**src/rtl/ptne_pkg.sv**
```systemverilog
// Shared widths, codes and word types of the pitch-to-note event gate.
package ptne_pkg;

   localparam int NOTE_W      = 7;
   localparam int NOTE_COUNT  = 128;
   localparam int OFFSET_W    = 12;
   localparam int LEN_W       = 13;
   localparam int RMS_W       = 16;
   localparam int VEL_W       = 7;
   localparam int POS_W       = 48;
   localparam int SIL_W       = 32;
   localparam int MNS_W       = 16;
   localparam int CSR_IDX_W   = 2;
   localparam int CSR_DATA_W  = 16;
   localparam int MAX_BLOCK   = 4096;
   localparam int VEL_MAX     = 127;
   localparam int QUEUE_DEPTH = 4;
   localparam int QPTR_W      = $clog2(QUEUE_DEPTH);
   localparam int QCNT_W      = $clog2(QUEUE_DEPTH + 1);

   localparam logic [MNS_W-1:0] MNS_RESET = MNS_W'(48);
   localparam logic [VEL_W-1:0] MINV_RESET = '0;

   typedef enum logic [CSR_IDX_W-1:0] {
      CSR_MIN_NOTE_SAMPLES = 2'd0,
      CSR_MIN_VELOCITY     = 2'd1
   } csr_index_type;

   // One accepted word, with the block position work already done.
   typedef struct packed {
      logic                detected;
      logic [NOTE_W-1:0]   note;
      logic [OFFSET_W-1:0] doff;
      logic [OFFSET_W-1:0] end_off;
      logic [LEN_W-1:0]    len;
      logic [RMS_W-1:0]    rms;
      logic [POS_W-1:0]    det_pos;
   } item_type;

   typedef struct packed {
      logic                is_note_on;
      logic [NOTE_W-1:0]   event_note;
      logic [VEL_W-1:0]    velocity;
      logic [OFFSET_W-1:0] event_offset;
   } result_type;

   typedef struct packed {
      logic on_requested;
      logic off_owed;
   } flag_type;

   typedef struct packed {
      logic              en;
      logic [NOTE_W-1:0] addr;
      flag_type          data;
   } mem_wr_type;

endpackage

```
**src/rtl/ptne_if.sv**
```systemverilog
// Handshake channels of the pitch-to-note event gate: block summaries in, note events out.
interface ptne_req_if import ptne_pkg::*; ();
   logic                valid;
   logic                ready;
   logic                detected;
   logic [NOTE_W-1:0]   note_number;
   logic [OFFSET_W-1:0] detect_offset;
   logic [LEN_W-1:0]    block_length;
   logic [RMS_W-1:0]    rms_level;

   modport source (output valid, detected, note_number, detect_offset, block_length,
                   rms_level, input ready);
   modport sink (input valid, detected, note_number, detect_offset, block_length,
                 rms_level, output ready);
endinterface

interface ptne_rsp_if import ptne_pkg::*; ();
   logic                valid;
   logic                ready;
   logic                is_note_on;
   logic [NOTE_W-1:0]   event_note;
   logic [VEL_W-1:0]    velocity;
   logic [OFFSET_W-1:0] event_offset;

   modport source (output valid, is_note_on, event_note, velocity, event_offset,
                   input ready);
   modport sink (input valid, is_note_on, event_note, velocity, event_offset,
                 output ready);
endinterface

```
**src/rtl/ptne_flag_mem.sv**
```systemverilog
// Per-note flag memory: one write and one registered read per cycle, write-first on collision.
module ptne_flag_mem import ptne_pkg::*; (
   input  logic              clock,
   input  logic              reset,
   input  logic [NOTE_W-1:0] rd_addr,
   input  mem_wr_type        mem_wr,
   output flag_type          rd_data
);

   flag_type                flag_mem_ff [NOTE_COUNT];
   logic [NOTE_COUNT-1:0]   written_ff;
   flag_type                rd_data_ff;

   always_ff @(posedge clock) begin
      if (mem_wr.en) begin
         flag_mem_ff[mem_wr.addr] <= mem_wr.data;
      end
   end

   // An entry never written since reset reads as cleared.
   always_ff @(posedge clock) begin
      if (reset) begin
         written_ff <= '0;
      end else if (mem_wr.en) begin
         written_ff[mem_wr.addr] <= 1'b1;
      end
   end

   always_ff @(posedge clock) begin
      if (mem_wr.en && (mem_wr.addr == rd_addr)) begin
         rd_data_ff <= mem_wr.data;
      end else if (written_ff[rd_addr]) begin
         rd_data_ff <= flag_mem_ff[rd_addr];
      end else begin
         rd_data_ff <= '0;
      end
   end

   assign rd_data = rd_data_ff;

endmodule

```
**src/rtl/ptne_decide.sv**
```systemverilog
// Decision stage: tracks the active note and silence, updates note flags and forms the event.
module ptne_decide import ptne_pkg::*; (
   input  logic              clock,
   input  logic              reset,
   input  logic              s2_valid,
   input  item_type          s2_item,
   input  logic [MNS_W-1:0]  min_note_samples,
   input  logic [VEL_W-1:0]  min_velocity,
   input  flag_type          rd_flags,
   output mem_wr_type        mem_wr,
   output logic [NOTE_W-1:0] next_note,
   output logic              res_valid,
   output result_type        res
);

   logic              active_valid_ff, active_valid_in;
   logic [NOTE_W-1:0] active_note_ff, active_note_in;
   logic [POS_W-1:0]  note_start_ff, note_start_in;
   logic [SIL_W-1:0]  silence_ff, silence_in;

   logic [SIL_W:0]    sil_sum;
   logic [SIL_W-1:0]  sil_sat;
   logic [POS_W-1:0]  hold_diff;
   logic              long_enough;
   logic [RMS_W+6:0]  rms_prod;
   logic [7:0]        vel_raw;
   logic [VEL_W-1:0]  vel_sat;
   logic [VEL_W-1:0]  vel;

   always_comb begin
      sil_sum = {1'b0, silence_ff} + {(SIL_W + 1 - LEN_W)'(0), s2_item.len};
      sil_sat = sil_sum[SIL_W] ? '1 : sil_sum[SIL_W-1:0];

      // Hold time is taken modulo the position width and read as signed.
      hold_diff   = s2_item.det_pos - note_start_ff;
      long_enough = !hold_diff[POS_W-1] &&
                    (hold_diff > {(POS_W - MNS_W)'(0), min_note_samples});

      // rms * 127 in Q1.15, floored, then limited to min_velocity..127.
      rms_prod = {s2_item.rms, 7'b0} - {7'b0, s2_item.rms};
      vel_raw  = rms_prod[RMS_W+6:RMS_W-1];
      vel_sat  = (vel_raw > 8'(VEL_MAX)) ? VEL_W'(VEL_MAX) : vel_raw[VEL_W-1:0];
      vel      = (vel_sat < min_velocity) ? min_velocity : vel_sat;
   end

   always_comb begin
      active_valid_in = active_valid_ff;
      active_note_in  = active_note_ff;
      note_start_in   = note_start_ff;
      silence_in      = silence_ff;
      mem_wr          = '0;
      mem_wr.addr     = active_note_ff;
      res_valid       = 1'b0;
      res             = '0;
      if (s2_valid) begin
         if (!s2_item.detected) begin
            silence_in = sil_sat;
            if ((sil_sat > {(SIL_W - MNS_W)'(0), min_note_samples}) && active_valid_ff) begin
               mem_wr.en       = 1'b1;
               active_valid_in = 1'b0;
               if (rd_flags.off_owed) begin
                  res_valid        = 1'b1;
                  res.event_note   = active_note_ff;
                  res.event_offset = s2_item.end_off;
               end
            end
         end else begin
            silence_in = '0;
            if (!active_valid_ff) begin
               // Note zero after silence keeps the old start time.
               if (s2_item.note != '0) begin
                  note_start_in = s2_item.det_pos;
               end
            end else if (s2_item.note != active_note_ff) begin
               mem_wr.en     = 1'b1;
               note_start_in = s2_item.det_pos;
               if (rd_flags.off_owed) begin
                  res_valid        = 1'b1;
                  res.event_note   = active_note_ff;
                  res.event_offset = s2_item.doff;
               end
            end else if (long_enough && !rd_flags.on_requested) begin
               mem_wr.en                = 1'b1;
               mem_wr.data.on_requested = 1'b1;
               mem_wr.data.off_owed     = 1'b1;
               res_valid                = 1'b1;
               res.is_note_on           = 1'b1;
               res.event_note           = s2_item.note;
               res.velocity             = vel;
               res.event_offset         = s2_item.doff;
            end
            active_valid_in = 1'b1;
            active_note_in  = s2_item.note;
         end
      end
   end

   assign next_note = active_note_in;

   always_ff @(posedge clock) begin
      if (reset) begin
         active_valid_ff <= 1'b0;
         active_note_ff  <= '0;
         note_start_ff   <= '0;
         silence_ff      <= '0;
      end else begin
         active_valid_ff <= active_valid_in;
         active_note_ff  <= active_note_in;
         note_start_ff   <= note_start_in;
         silence_ff      <= silence_in;
      end
   end

endmodule

```
**src/rtl/ptne_rsp_queue.sv**
```systemverilog
// Small output queue that decouples the decision stage from the result receiver.
module ptne_rsp_queue import ptne_pkg::*; (
   input  logic              clock,
   input  logic              reset,
   input  logic              push,
   input  result_type        push_data,
   output logic [QCNT_W-1:0] count,
   ptne_rsp_if.source        rsp
);

   result_type          slot_ff [QUEUE_DEPTH];
   logic [QPTR_W-1:0]   wr_ptr_ff, rd_ptr_ff;
   logic [QCNT_W-1:0]   count_ff, count_in;
   logic                pop;
   result_type          head;

   assign pop  = rsp.valid && rsp.ready;
   assign head = slot_ff[rd_ptr_ff];

   always_comb begin
      count_in = count_ff;
      if (push && !pop) begin
         count_in = count_ff + QCNT_W'(1);
      end else if (!push && pop) begin
         count_in = count_ff - QCNT_W'(1);
      end
   end

   always_ff @(posedge clock) begin
      if (push) begin
         slot_ff[wr_ptr_ff] <= push_data;
      end
   end

   always_ff @(posedge clock) begin
      if (reset) begin
         wr_ptr_ff <= '0;
         rd_ptr_ff <= '0;
         count_ff  <= '0;
      end else begin
         if (push) begin
            wr_ptr_ff <= wr_ptr_ff + QPTR_W'(1);
         end
         if (pop) begin
            rd_ptr_ff <= rd_ptr_ff + QPTR_W'(1);
         end
         count_ff <= count_in;
      end
   end

   assign count            = count_ff;
   assign rsp.valid        = (count_ff != '0);
   assign rsp.is_note_on   = head.is_note_on;
   assign rsp.event_note   = head.event_note;
   assign rsp.velocity     = head.velocity;
   assign rsp.event_offset = head.event_offset;

endmodule

```
**src/rtl/pitch_to_note_event_gate_core.sv**
```systemverilog
// Top level of the pitch-to-note event gate: accept stage, flag memory, decision and output queue.
//
// The block takes one summary word per audio block on req_bus (detected flag, note number,
// detection offset, block length, RMS level) and gives at most one note event per word on
// rsp_bus (note-on or note-off, note, velocity, sample offset within the block).
// Settings are written on the csr_ port: index 0 is the minimum hold or silence length in
// samples, index 1 the minimum note-on velocity. Write them only while no word is in flight.
// A word accepted at one clock edge is decided in the next cycle; its event, if any, is
// pushed into the output queue and offered on rsp_bus in the cycle after that. While the
// output queue has room, one word per cycle is sustained: the per-note flags sit in a
// 128-entry memory read for the note that becomes active and written back by the decision
// stage, with the read taking the written value when both hit the same note.
// Synchronous reset clears the sample position, the active note, the silence count and all
// note flags at once; there is no clearing pass and the block is ready as soon as
// reset falls. Events wait in a four-word queue while the receiver stalls; req_bus.ready
// falls only when that queue plus the word under decision would fill it, so no event is lost.
module pitch_to_note_event_gate_core import ptne_pkg::*; (
   input  logic                  clock,
   input  logic                  reset,
   ptne_req_if.sink              req_bus,
   ptne_rsp_if.source            rsp_bus,
   input  logic                  csr_wr_en,
   input  logic [CSR_IDX_W-1:0]  csr_index,
   input  logic [CSR_DATA_W-1:0] csr_wdata
);

   logic [MNS_W-1:0]  min_note_samples_ff;
   logic [VEL_W-1:0]  min_velocity_ff;
   logic [POS_W-1:0]  position_ff;
   logic              s2_valid_ff;
   item_type          s2_item_ff, s2_item_in;
   logic              accept;
   logic [LEN_W-1:0]  len_clamped;
   logic [LEN_W-1:0]  len_minus_one;
   logic [QCNT_W-1:0] q_count;
   logic [QCNT_W:0]   q_load;
   logic [NOTE_W-1:0] next_note;
   flag_type          rd_flags;
   mem_wr_type        mem_wr;
   logic              res_valid;
   result_type        res;

   always_ff @(posedge clock) begin
      if (reset) begin
         min_note_samples_ff <= MNS_RESET;
         min_velocity_ff     <= MINV_RESET;
      end else if (csr_wr_en) begin
         unique case (csr_index)
            CSR_MIN_NOTE_SAMPLES: min_note_samples_ff <= csr_wdata[MNS_W-1:0];
            CSR_MIN_VELOCITY:     min_velocity_ff     <= csr_wdata[VEL_W-1:0];
            default: ;
         endcase
      end
   end

   // Count the queue and the word under decision so that every event has a slot.
   assign q_load        = {1'b0, q_count} + {QCNT_W'(0), s2_valid_ff};
   assign req_bus.ready = !reset && (q_load < (QCNT_W + 1)'(QUEUE_DEPTH));
   assign accept        = req_bus.valid && req_bus.ready;

   always_comb begin
      len_clamped = req_bus.block_length;
      if ({(32 - LEN_W)'(0), req_bus.block_length} > 32'(MAX_BLOCK)) begin
         len_clamped = LEN_W'(MAX_BLOCK);
      end
      len_minus_one = len_clamped - LEN_W'(1);

      s2_item_in.detected = req_bus.detected;
      s2_item_in.note     = req_bus.note_number;
      s2_item_in.doff     = req_bus.detect_offset;
      s2_item_in.len      = len_clamped;
      s2_item_in.rms      = req_bus.rms_level;
      s2_item_in.det_pos  = position_ff + {(POS_W - OFFSET_W)'(0), req_bus.detect_offset};
      if (len_clamped == '0) begin
         s2_item_in.end_off = '0;
      end else if (len_minus_one > {(LEN_W - OFFSET_W)'(0), {OFFSET_W{1'b1}}}) begin
         s2_item_in.end_off = '1;
      end else begin
         s2_item_in.end_off = len_minus_one[OFFSET_W-1:0];
      end
   end

   // The block position does not depend on any decision, so it advances at acceptance.
   always_ff @(posedge clock) begin
      if (reset) begin
         position_ff <= '0;
         s2_valid_ff <= 1'b0;
      end else begin
         s2_valid_ff <= accept;
         if (accept) begin
            position_ff <= position_ff + {(POS_W - LEN_W)'(0), len_clamped};
         end
      end
   end

   always_ff @(posedge clock) begin
      if (accept) begin
         s2_item_ff <= s2_item_in;
      end
   end

   ptne_flag_mem u_flag_mem (
      .clock   (clock),
      .reset   (reset),
      .rd_addr (next_note),
      .mem_wr  (mem_wr),
      .rd_data (rd_flags)
   );

   ptne_decide u_decide (
      .clock            (clock),
      .reset            (reset),
      .s2_valid         (s2_valid_ff),
      .s2_item          (s2_item_ff),
      .min_note_samples (min_note_samples_ff),
      .min_velocity     (min_velocity_ff),
      .rd_flags         (rd_flags),
      .mem_wr           (mem_wr),
      .next_note        (next_note),
      .res_valid        (res_valid),
      .res              (res)
   );

   ptne_rsp_queue u_rsp_queue (
      .clock     (clock),
      .reset     (reset),
      .push      (res_valid),
      .push_data (res),
      .count     (q_count),
      .rsp       (rsp_bus)
   );

   // The queue and the word under decision never exceed the queue depth.
   assert property (@(posedge clock) disable iff (reset)
      q_load <= (QCNT_W + 1)'(QUEUE_DEPTH))
      else $error("output queue can overflow");

   // Events and flag writes come only from a word under decision.
   assert property (@(posedge clock) disable iff (reset)
      (res_valid || mem_wr.en) |-> s2_valid_ff)
      else $error("event or flag write without a word");

   // A note-off always comes with a write that clears the flags of the note it ends.
   assert property (@(posedge clock) disable iff (reset)
      (s2_valid_ff && res_valid && !res.is_note_on) |-> mem_wr.en)
      else $error("note-off without clearing the note flags");

   // A note-off carries no velocity.
   assert property (@(posedge clock) disable iff (reset)
      (rsp_bus.valid && !rsp_bus.is_note_on) |-> (rsp_bus.velocity == '0))
      else $error("note-off with nonzero velocity");

endmodule

```
**src/flat_wrapper.sv**
```systemverilog
// flat-port wrapper written by rule: the top's interface ports become plain ports
module pitch_to_note_event_gate_core_flat import ptne_pkg::*;
  (clock, reset, csr_wr_en, csr_index, csr_wdata, req_bus_valid, req_bus_detected, req_bus_note_number, req_bus_detect_offset, req_bus_block_length, req_bus_rms_level, req_bus_ready, rsp_bus_valid, rsp_bus_is_note_on, rsp_bus_event_note, rsp_bus_velocity, rsp_bus_event_offset, rsp_bus_ready);
  ptne_req_if req_bus_i ();
  ptne_rsp_if rsp_bus_i ();
  input  logic clock;
  input  logic reset;
  input  logic csr_wr_en;
  input  logic [CSR_IDX_W-1:0] csr_index;
  input  logic [CSR_DATA_W-1:0] csr_wdata;
  input wire logic [$bits(req_bus_i.valid)-1:0] req_bus_valid;
  input wire logic [$bits(req_bus_i.detected)-1:0] req_bus_detected;
  input wire logic [$bits(req_bus_i.note_number)-1:0] req_bus_note_number;
  input wire logic [$bits(req_bus_i.detect_offset)-1:0] req_bus_detect_offset;
  input wire logic [$bits(req_bus_i.block_length)-1:0] req_bus_block_length;
  input wire logic [$bits(req_bus_i.rms_level)-1:0] req_bus_rms_level;
  output wire logic [$bits(req_bus_i.ready)-1:0] req_bus_ready;
  output wire logic [$bits(rsp_bus_i.valid)-1:0] rsp_bus_valid;
  output wire logic [$bits(rsp_bus_i.is_note_on)-1:0] rsp_bus_is_note_on;
  output wire logic [$bits(rsp_bus_i.event_note)-1:0] rsp_bus_event_note;
  output wire logic [$bits(rsp_bus_i.velocity)-1:0] rsp_bus_velocity;
  output wire logic [$bits(rsp_bus_i.event_offset)-1:0] rsp_bus_event_offset;
  input wire logic [$bits(rsp_bus_i.ready)-1:0] rsp_bus_ready;
  assign req_bus_i.valid = req_bus_valid;
  assign req_bus_i.detected = req_bus_detected;
  assign req_bus_i.note_number = req_bus_note_number;
  assign req_bus_i.detect_offset = req_bus_detect_offset;
  assign req_bus_i.block_length = req_bus_block_length;
  assign req_bus_i.rms_level = req_bus_rms_level;
  assign req_bus_ready = req_bus_i.ready;
  assign rsp_bus_valid = rsp_bus_i.valid;
  assign rsp_bus_is_note_on = rsp_bus_i.is_note_on;
  assign rsp_bus_event_note = rsp_bus_i.event_note;
  assign rsp_bus_velocity = rsp_bus_i.velocity;
  assign rsp_bus_event_offset = rsp_bus_i.event_offset;
  assign rsp_bus_i.ready = rsp_bus_ready;
  pitch_to_note_event_gate_core u_core (.clock(clock), .reset(reset), .req_bus(req_bus_i), .rsp_bus(rsp_bus_i), .csr_wr_en(csr_wr_en), .csr_index(csr_index), .csr_wdata(csr_wdata));
endmodule
```
**config.mk**
```make
export PLATFORM = sky130hd
export DESIGN_NAME = pitch_to_note_event_gate_core_flat
export DESIGN_NICKNAME = d
export VERILOG_FILES = /design/src/rtl/ptne_pkg.sv /design/src/rtl/ptne_if.sv /design/src/rtl/ptne_flag_mem.sv /design/src/rtl/ptne_decide.sv /design/src/rtl/ptne_rsp_queue.sv /design/src/rtl/pitch_to_note_event_gate_core.sv /design/src/flat_wrapper.sv
export SDC_FILE = /design/constraint.sdc
export NUM_CORES = 1
export LEC_CHECK = 0
export ABC_CLOCK_PERIOD_IN_PS = 6500
export BUFFER_PORTS_ARGS = -buffer_cell sky130_fd_sc_hd__buf_2
export CELL_PAD_IN_SITES_DETAIL_PLACEMENT = 1
export CELL_PAD_IN_SITES_GLOBAL_PLACEMENT = 1
export CORE_ASPECT_RATIO = 0.9
export CORE_MARGIN = 2
export CORE_UTILIZATION = 25
export DETAILED_ROUTE_END_ITERATION = 16
export GPL_TIMING_DRIVEN = 0
export MAX_ROUTING_LAYER = met4
export PLACE_DENSITY = 0.54
export SLEW_MARGIN = 20
export SYNTH_ARGS = -nofsm -noshare
export SYNTH_HDL_FRONTEND = slang
export SYNTH_SLANG_ARGS = --single-unit
export TNS_END_PERCENT = 30
```
**constraint.sdc**
```tcl
create_clock -name clock -period 6.5 [get_ports clock]
set_input_delay 1.3 -clock clock [delete_from_list [all_inputs] [get_ports clock]]
set_output_delay 1.3 -clock clock [all_outputs]
set_load 0.01 [all_outputs]
```
==> reports/metrics.cfg, run 1 <==
[status]
status=completed

[detailed_routing]
drt-wirelength-per-cell_um=23.3
drt_iter0_markers=1969
postRouteAntennaNets=0
drtPass1Iterations=5
wl_mm=127
viasPerCell=5.04
num_vias=27600
drcViolationCount=0

[yosys]
yosysWarnings=0
ys_types=84
synth_edf_count=345
syn_inst=3467
synthFlopType=edfxtp_1
synth-seq-area-share=0.493
ys_seq_elements=643
async_flop_share=0
syn_nets=3683
postSynthAreaPerCell_um2=9.55
netlist_area_um2=33100

[pwr]
power.density_nw_per_um2=284
vdd_drop_max_mv=0.178
total_power_uw=11100
power_leakage_uw=0.0131

[layout]
post-route-util=0.298
ff_latch_area_um2=16300
mostFrequentLayoutCell=nand2_1
fin_nets=3890
stdcell_area_um2=39100
fillers=15100
multi_input_area_um2=15200
layout_common_cells=nand2_1, edfxtp_1, dfxtp_1, inv_1, a21oi_1
drive_above_1_share=0.112
syn_to_final_growth_pct=18.0

[critical_path]
worstSetupPathType=reg2reg
required_ns=6.78
cp-start-kind=register
path_max_fanout=10
crit_path_max_incr_delay_ns=0.45
worstSetupEndpointType=register
slowest_stage=edfxtp_1
cp_cell_sequence=inv_1 > ha_1 > inv_1 > fa_1 > a21o_1 > a311o_1 > a31oi_4 > nor2_1 > xor2_1 > ha_1 > and3_1 > nand3_1 > nor2_1 > a221oi_1 > o41ai_1 > a211oi_2 > nand4_1 > nor4_4 > buf_4 > nand2_1 > o211ai_1 > buf_4 > buf_2 > o21ai_0
cp.arrival_ns=6.49

[die]
boundaryPins=101
rows=126
core_area_um2=131000
die_h_um=349
die_area_um2=135000
die-width_um=388
start_util=0.252

[timing]
finalHoldViolCount=0
finalWorstSetupSlack_ns=0.291
setup_viol=0
skew_ns=0.0616
worst_slew_pin_slew_ns=1.22
post-route-min-period_ns=6.21
drv_slew=0
fin_crit_sh=0.955
worst_hold_slack_ns=0.453
rsz0062_at_grt=true
fmax_mhz=161
slew-limit-headroom=0.185

[run]
max_cap_viol_count=0

[grt]
grt_pass1_wl_mm=187
antenna_found_initial=5
grt_use_total=0.190
globalRouteOverflowTotal=0
grt_max_degree=80
grt_pass1_vias=27600

[clock_tree]
clk_pin_slew_ns=0.06
clk_path_buf_depth=3
cts_tree=built
clockRootBuffer=clkbuf_16
cts_htree_levels=3
cts_hold_buf=0
cts.sinks=643
insertion_delay_ns=0.68
cts_buffers=74

[hold_path]
hold_path_class=reg2reg

[place]
place_ws_ns=-1.56
place_hpwl_mm=92.9
place_area_um2=36100
portBuffers=100
place_congestion=0.853

[through the flow]
step,TNS (ns),instances
3_5_place_dp,-416.13,5305
2_1_floorplan,-11.81,3467
6_report,0,5465
4_1_cts,0,5447
3_3_place_gp,-1048.39,5295
5_1_grt,-0.208,5464
[logic make-up after synthesis]
logic type,after synthesis,share of synthesized area
AOI/OAI and AO/OA,798,0.157
xor gates and xnor gates,135,0.0357
adders and majority gates,144,0.0555
buffers and inverters,473,0.0588
DFF,643,0.493
muxes,48,0.0248
and+or+nand+nor,1226,0.175
[cell type report]
type / instances / area share
Buffer: 205 / 0.0253
Tap cell: 1728 / 0.0553
Sequential cell: 643 / 0.418
Antenna cell: 1 / 0.0000640
Inverter: 268 / 0.0260
Clock inverter: 35 / 0.0123
Clock buffer: 103 / 0.0523
Multi-Input combinational cell: 2351 / 0.388
Timing Repair Buffer: 131 / 0.0229
[path summary, 6_finish.rpt]
check / start / endpoint / slack, ns / depth (start not counted)
min reg2reg: u_core.u_decide.note_start_ff[32]$_SDFFE_PP0P_ / u_core.u_decide.note_start_ff[32]$_SDFFE_PP0P_ / 0.45 / 2
max: u_core.s2_item_ff[0]$_DFFE_PP_ / u_core.u_rsp_queue.slot_ff[1][24]$_DFFE_PP_ / 0.29 / 24
min: u_core.u_decide.note_start_ff[32]$_SDFFE_PP0P_ / u_core.u_decide.note_start_ff[32]$_SDFFE_PP0P_ / 0.45 / 2
max reg2reg: u_core.s2_item_ff[0]$_DFFE_PP_ / u_core.u_rsp_queue.slot_ff[1][24]$_DFFE_PP_ / 0.29 / 24
[worst max-delay path: cells and delay by family (launching register included)]
kind / cells / cell delay [ns]
buffers and inverters: 5 / 0.91
XOR/XNOR: 1 / 0.16
flip-flops: 1 / 0.45
AND/OR/NAND/NOR: 7 / 1.01
AO/OA/AOI/OAI: 8 / 2.42
adder cells (fa/ha/maj): 3 / 0.87
[registers in the layout, summed over array words and instances, names as in the netlist, 2 cells and up, named ones only]
signal                          flops
u_core.u_decide.silence_ff         32
u_core.min_velocity_ff              7
u_core.u_rsp_queue.wr_ptr_ff        2
u_core.u_flag_mem.written_ff      128
u_core.u_decide.note_start_ff      48
u_core.min_note_samples_ff         16
u_core.s2_item_ff                 109
u_core.u_flag_mem.flag_mem_ff     128
u_core.u_decide.active_note_ff      7
u_core.u_rsp_queue.count            3
u_core.u_rsp_queue.slot_ff        108
u_core.position_ff                 48
u_core.u_rsp_queue.rd_ptr_ff        2
[routing by layer]
layer / global-route usage / vias to the layer above / part of all wire
li1: - / 13000 / -
met1: 0.284 / 13800 / 0.52
met2: 0.270 / 607 / 0.42
met3: 0.0253 / 153 / 0.047
met4: 0.0372 / 0 / 0.018
met5: - / - / 0
[cells in the mapped netlist (114+ instances only)]
cell type | n | area (µm²)
nor2_1 | 211 | 792
edfxtp_1 | 345 | 10400
o21ai_0 | 114 | 571
dfxtp_1 | 298 | 5970
ha_1 | 139 | 1740
a21oi_1 | 223 | 1120
nand2_1 | 382 | 1430
nand3_1 | 197 | 986
clkbuf_1 | 152 | 571
o22ai_1 | 121 | 757
nor3_1 | 185 | 926
inv_1 | 267 | 1000
[where the power goes]
group	total [µW]	switching [µW]	internal, µW
logic	2180	1480	699
clock network	4410	1890	2520
registers	4520	110	4410
total	11100	3490	7620
[what timing repair did]
| item | in CTS | in global routing |
|---|---|---|
| cloned | 0 | 1 |
| gates resized for setup | 32 | 31 |
| pin swaps | 5 | 10 |
| setup buffers | 4 | 16 |
| setup endpoints to repair | 581 | 258 |
Power figures use the tool's default switching activity.
==> inputs of run 2 (changes only) <==
- ABC_AREA: unset -> 1
- CORE_UTILIZATION: 25 -> 29
- PLACE_DENSITY: 0.54 -> 0.61
- SYNTH_HIERARCHICAL: unset -> 1
==> run 2 against run 1 <==
Fmax rose by 2.0%. Clock-buffer cell count rose by 12. Synthesized cell count rose by 43%. Core utilization rose by 4.0 points. Sequential power rose by 22%. Power rose by 33%. Sequential cell count rose by 129. Non-clock buffer count fell by 49. Worst setup slack improved by 0.12 ns. Area after synthesis rose by 21%. Cell count rose by 29%. First-iteration DRC count rose by 47%.
==> reports/metrics.cfg, run 2 <==
[critical_path]
r2r-start=u_core/s2_item_ff[64]$_DFFE_PP_  ; was u_core.s2_item_ff[0]$_DFFE_PP_
cp-start-kind=register  ; unchanged
slowest_stage=fa_1  ; was edfxtp_1
crit_path_max_incr_delay_ns=0.41  ; was 0.45 ns
reg2reg_depth=33  ; was 24
required_ns=7.09  ; was 6.78 ns
reg2reg_to=u_core/u_flag_mem/written_ff[106]$_SDFFE_PP0P_  ; was u_core.u_rsp_queue.slot_ff[1][24]$_DFFE_PP_
worstSetupPathType=reg2reg  ; unchanged
path_max_fanout=17  ; was 10
worstSetupEndpointType=register  ; unchanged
cp.arrival_ns=6.68  ; was 6.49 ns
reg2reg_slack_ns=0.41  ; was 0.29 ns
crit_top_cell=nor2_1

[detailed_routing]
drt_iter0_markers=2901  ; was 1,969
drtPass1Iterations=5  ; unchanged
wl_met2_mm=67.9  ; was 52.9 mm
postRouteAntennaNets=0  ; unchanged
drcViolationCount=0  ; unchanged
wl_mm=157  ; was 127 mm
drt-wirelength-per-cell_um=22.2  ; was 23.3 µm
num_vias=35100  ; was 27,600
viasPerCell=4.96  ; was 5.04
wl_met3_mm=9.30  ; was 5.96 mm
highest_layer=met4  ; unchanged
met1Wirelength_mm=75.9  ; was 65.9 mm

[yosys]
async_flop_share=0  ; unchanged
netlist_area_um2=40200  ; was 33,100 µm²
synthFlopType=edfxtp_1  ; unchanged
synth_edf_count=473  ; was 345
synth-seq-area-share=0.502  ; was 0.493
ys_types=59  ; was 84
syn_nets=5170  ; was 3,683
postSynthAreaPerCell_um2=8.11  ; was 9.55 µm²
yosysWarnings=6  ; was 0
syn_inst=4955  ; was 3,467
synth_commonest_cells=nand2_1, nor2_1, nand3_1  ; was nand2_1, edfxtp_1, dfxtp_1
yosysMostFrequentCell=nand2_1  ; unchanged
netlist.area_leader.share=0.353  ; was 0.313
ys_seq_elements=772  ; was 643
synth.area.top_cells=edfxtp_1, dfxtp_1, nand2_1  ; was edfxtp_1, dfxtp_1, ha_1
synth_top_area_cell=edfxtp_1  ; unchanged

[timing]
setup_tns_ns=0  ; unchanged
finalHoldViolCount=0  ; unchanged
skew_ns=0.0590  ; was 0.0616 ns
slew-limit-headroom=0.111  ; was 0.185
rsz0062_at_grt=false  ; was true
drv_slew=0  ; unchanged
fin_crit_sh=0.936  ; was 0.955
setup_viol=0  ; unchanged
post-route-min-period_ns=6.09  ; was 6.21 ns
worst_slew_pin_slew_ns=1.33  ; was 1.22 ns
fmax_mhz=164  ; was 161 MHz

[die]
die_area_um2=142000  ; was 135,000 µm²
die-width_um=396  ; was 388 µm
start_util=0.292  ; was 0.252
core_area_um2=138000  ; was 131,000 µm²
boundaryPins=101  ; unchanged
rows=129  ; was 126
die_h_um=357  ; was 349 µm

[layout]
fin_nets=5374  ; was 3,890
top_regs=u_core/u_flag_mem/flag_mem_ff (256), u_core/u_flag_mem/written_ff (128), u_core/s2_item_ff (109)  ; was u_core.u_flag_mem.flag_mem_ff (128), u_core.u_flag_mem.written_ff (128), u_core.s2_item_ff (109)
stdcell_area_um2=46400  ; was 39,100 µm²
fin_cells=7074  ; was 5,465
mostFrequentLayoutCell=nand2_1  ; unchanged
largest_register_ffs=256
post-route-util=0.337  ; was 0.298
fillers=16500  ; was 15,100
layout_common_cells=nand2_1, nor2_1, nand3_1, inv_1, edfxtp_1  ; was nand2_1, edfxtp_1, dfxtp_1, inv_1, a21oi_1
largest-register=u_core/u_flag_mem/flag_mem_ff
drive_above_1_share=0.0955  ; was 0.112
syn_to_final_growth_pct=15.4  ; was 18.0%

[place]
place_area_um2=43200  ; was 36,100 µm²
placed_cells=6901  ; was 5,305
portBuffers=99  ; was 100
place_hpwl_mm=115  ; was 92.9 mm
place_congestion=0.936  ; was 0.853

[clock_tree]
clk_path_buf_depth=3  ; unchanged
cts.sinks=772  ; was 643
cts_buffers=90  ; was 74
cts_tree=built  ; unchanged
clk_pin_slew_ns=0.06  ; about the same
insertion_delay_ns=0.72  ; was 0.68 ns
cts_htree_levels=3  ; unchanged
clockRootBuffer=clkbuf_16  ; unchanged

[grt]
globalRouteOverflowTotal=0  ; unchanged
grt_pass1_wl_mm=230  ; was 187 mm
antenna_found_initial=2  ; was 5
grt_use_total=0.225  ; was 0.190
grt_pass1_vias=34800  ; was 27,600
grt_max_degree=130  ; was 80

[pwr]
power_leakage_uw=0.0185  ; was 0.0131 µW
vdd_drop_max_mv=0.216  ; was 0.178 mV
p_comb_frac=0.274  ; was 0.196
switching_share=0.359  ; was 0.314
power_frac_clock=0.353  ; was 0.397
total_power_uw=14800  ; was 11,100 µW
p_int_uw=9470  ; was 7620 µW
seq_power_share=0.373  ; was 0.407
power.density_nw_per_um2=318  ; was 284 nW/µm²
p_switching_uw=5290  ; was 3490 µW

[run]
max_cap_viol_count=0  ; unchanged

[hold_path]
hold-path-endpoint=u_core/min_note_samples_ff[5]$_SDFFE_PP1P_  ; was u_core.u_decide.note_start_ff[32]$_SDFFE_PP0P_
hold_start=u_core/min_note_samples_ff[5]$_SDFFE_PP1P_  ; was u_core.u_decide.note_start_ff[32]$_SDFFE_PP0P_
hold_path_class=reg2reg  ; unchanged
min_path_cells=2  ; unchanged

[status]
status=completed  ; unchanged

==> run 2: cells by family (layout without fill, tap and decap cells) <==
logic type / Yosys count / in the layout / synth area share
compound gates: 467 / 467 / 0.0669
xor+xnor: 109 / 109 / 0.0237
fa+ha+maj: 143 / 143 / 0.0454
buf+inv: 682 / 963 / 0.0697
flops: 772 / 772 / 0.502
mux: 12 / 12 / 0.00299
other cells: 0 / 4 / 0
simple gates: 2770 / 2770 / 0.289
==> run 2: power groups by stage <==
stage	clock [µW]	combinational (µW)	sequential [µW]
after floorplan	0	2410	5550
after global placement	0	3920	5620
after detailed placement	0	3980	5600
after CTS	5340	4010	5500
after global routing	5510	4390	5520
final	5210	4050	5500
==> run 2: cell type report <==
cell class / instances / area, µm² / share of cell area
clock buffer: 115 / 2440 / 0.0526
multi-input combinational: 3501 / 17200 / 0.372
timing repair buffer: 113 / 736 / 0.0159
antenna: 4 / 10.0 / 0.000216
tap: 1834 / 2290 / 0.0495
buffer: 174 / 955 / 0.0206
inverter: 507 / 1920 / 0.0414
sequential: 772 / 20200 / 0.435
clock inverter: 54 / 586 / 0.0126
==> run 2: worst max-delay path by stage <==
stage                               startpoint                                             end  slack [ns]  depth (start not counted)
2_1_floorplan   u_core/s2_item_ff[0]$_DFFE_PP_   u_core/u_flag_mem/flag_mem_ff[0][1]$_DFFE_PP_        0.72                         29
3_3_place_gp    u_core/s2_item_ff[0]$_DFFE_PP_  u_core/u_flag_mem/flag_mem_ff[43][1]$_DFFE_PP_       -3.20                         29
3_5_place_dp   u_core/s2_item_ff[64]$_DFFE_PP_   u_core/u_flag_mem/written_ff[39]$_SDFFE_PP0P_       -1.05                         32
4_1_cts        u_core/s2_item_ff[64]$_DFFE_PP_  u_core/u_flag_mem/flag_mem_ff[29][1]$_DFFE_PP_       0.004                         33
5_1_grt        u_core/s2_item_ff[64]$_DFFE_PP_   u_core/u_flag_mem/written_ff[82]$_SDFFE_PP0P_        0.01                         33
6_report       u_core/s2_item_ff[64]$_DFFE_PP_  u_core/u_flag_mem/written_ff[106]$_SDFFE_PP0P_        0.41                         33
==> run 2: layer usage <==
layer	global-route usage	vias to the layer above
li1	-	16700
met1	0.313	17300
met2	0.339	863
met4	0.0614	0
met5	-	-
met3	0.0340	250
==> run 2: what timing repair did <==
item	in CTS	in global routing
resized for setup	32	7
pin swaps	0	0
setup buffers	1	0
setup endpoints to repair	376	275
hold buffers	0	0
==> run 2: stage by stage <==
stage	hold WS [ns]	worst slack, ns
global placement	0.438	-3.20
finish	0.457	0.414
detailed placement	0.445	-1.05
CTS	0.462	0.00431
floorplan	0.422	0.717
global route	0.487	0.0117
==> run 2: worst max-delay path: cells and delay by family (launching register included) <==
family / cells / cell delay (ns)
adders and majority gates: 3 / 0.95
buffers and inverters: 5 / 0.96
DFF: 1 / 0.37
AOI/OAI and AO/OA: 4 / 0.73
and+or+nand+nor: 21 / 2.93
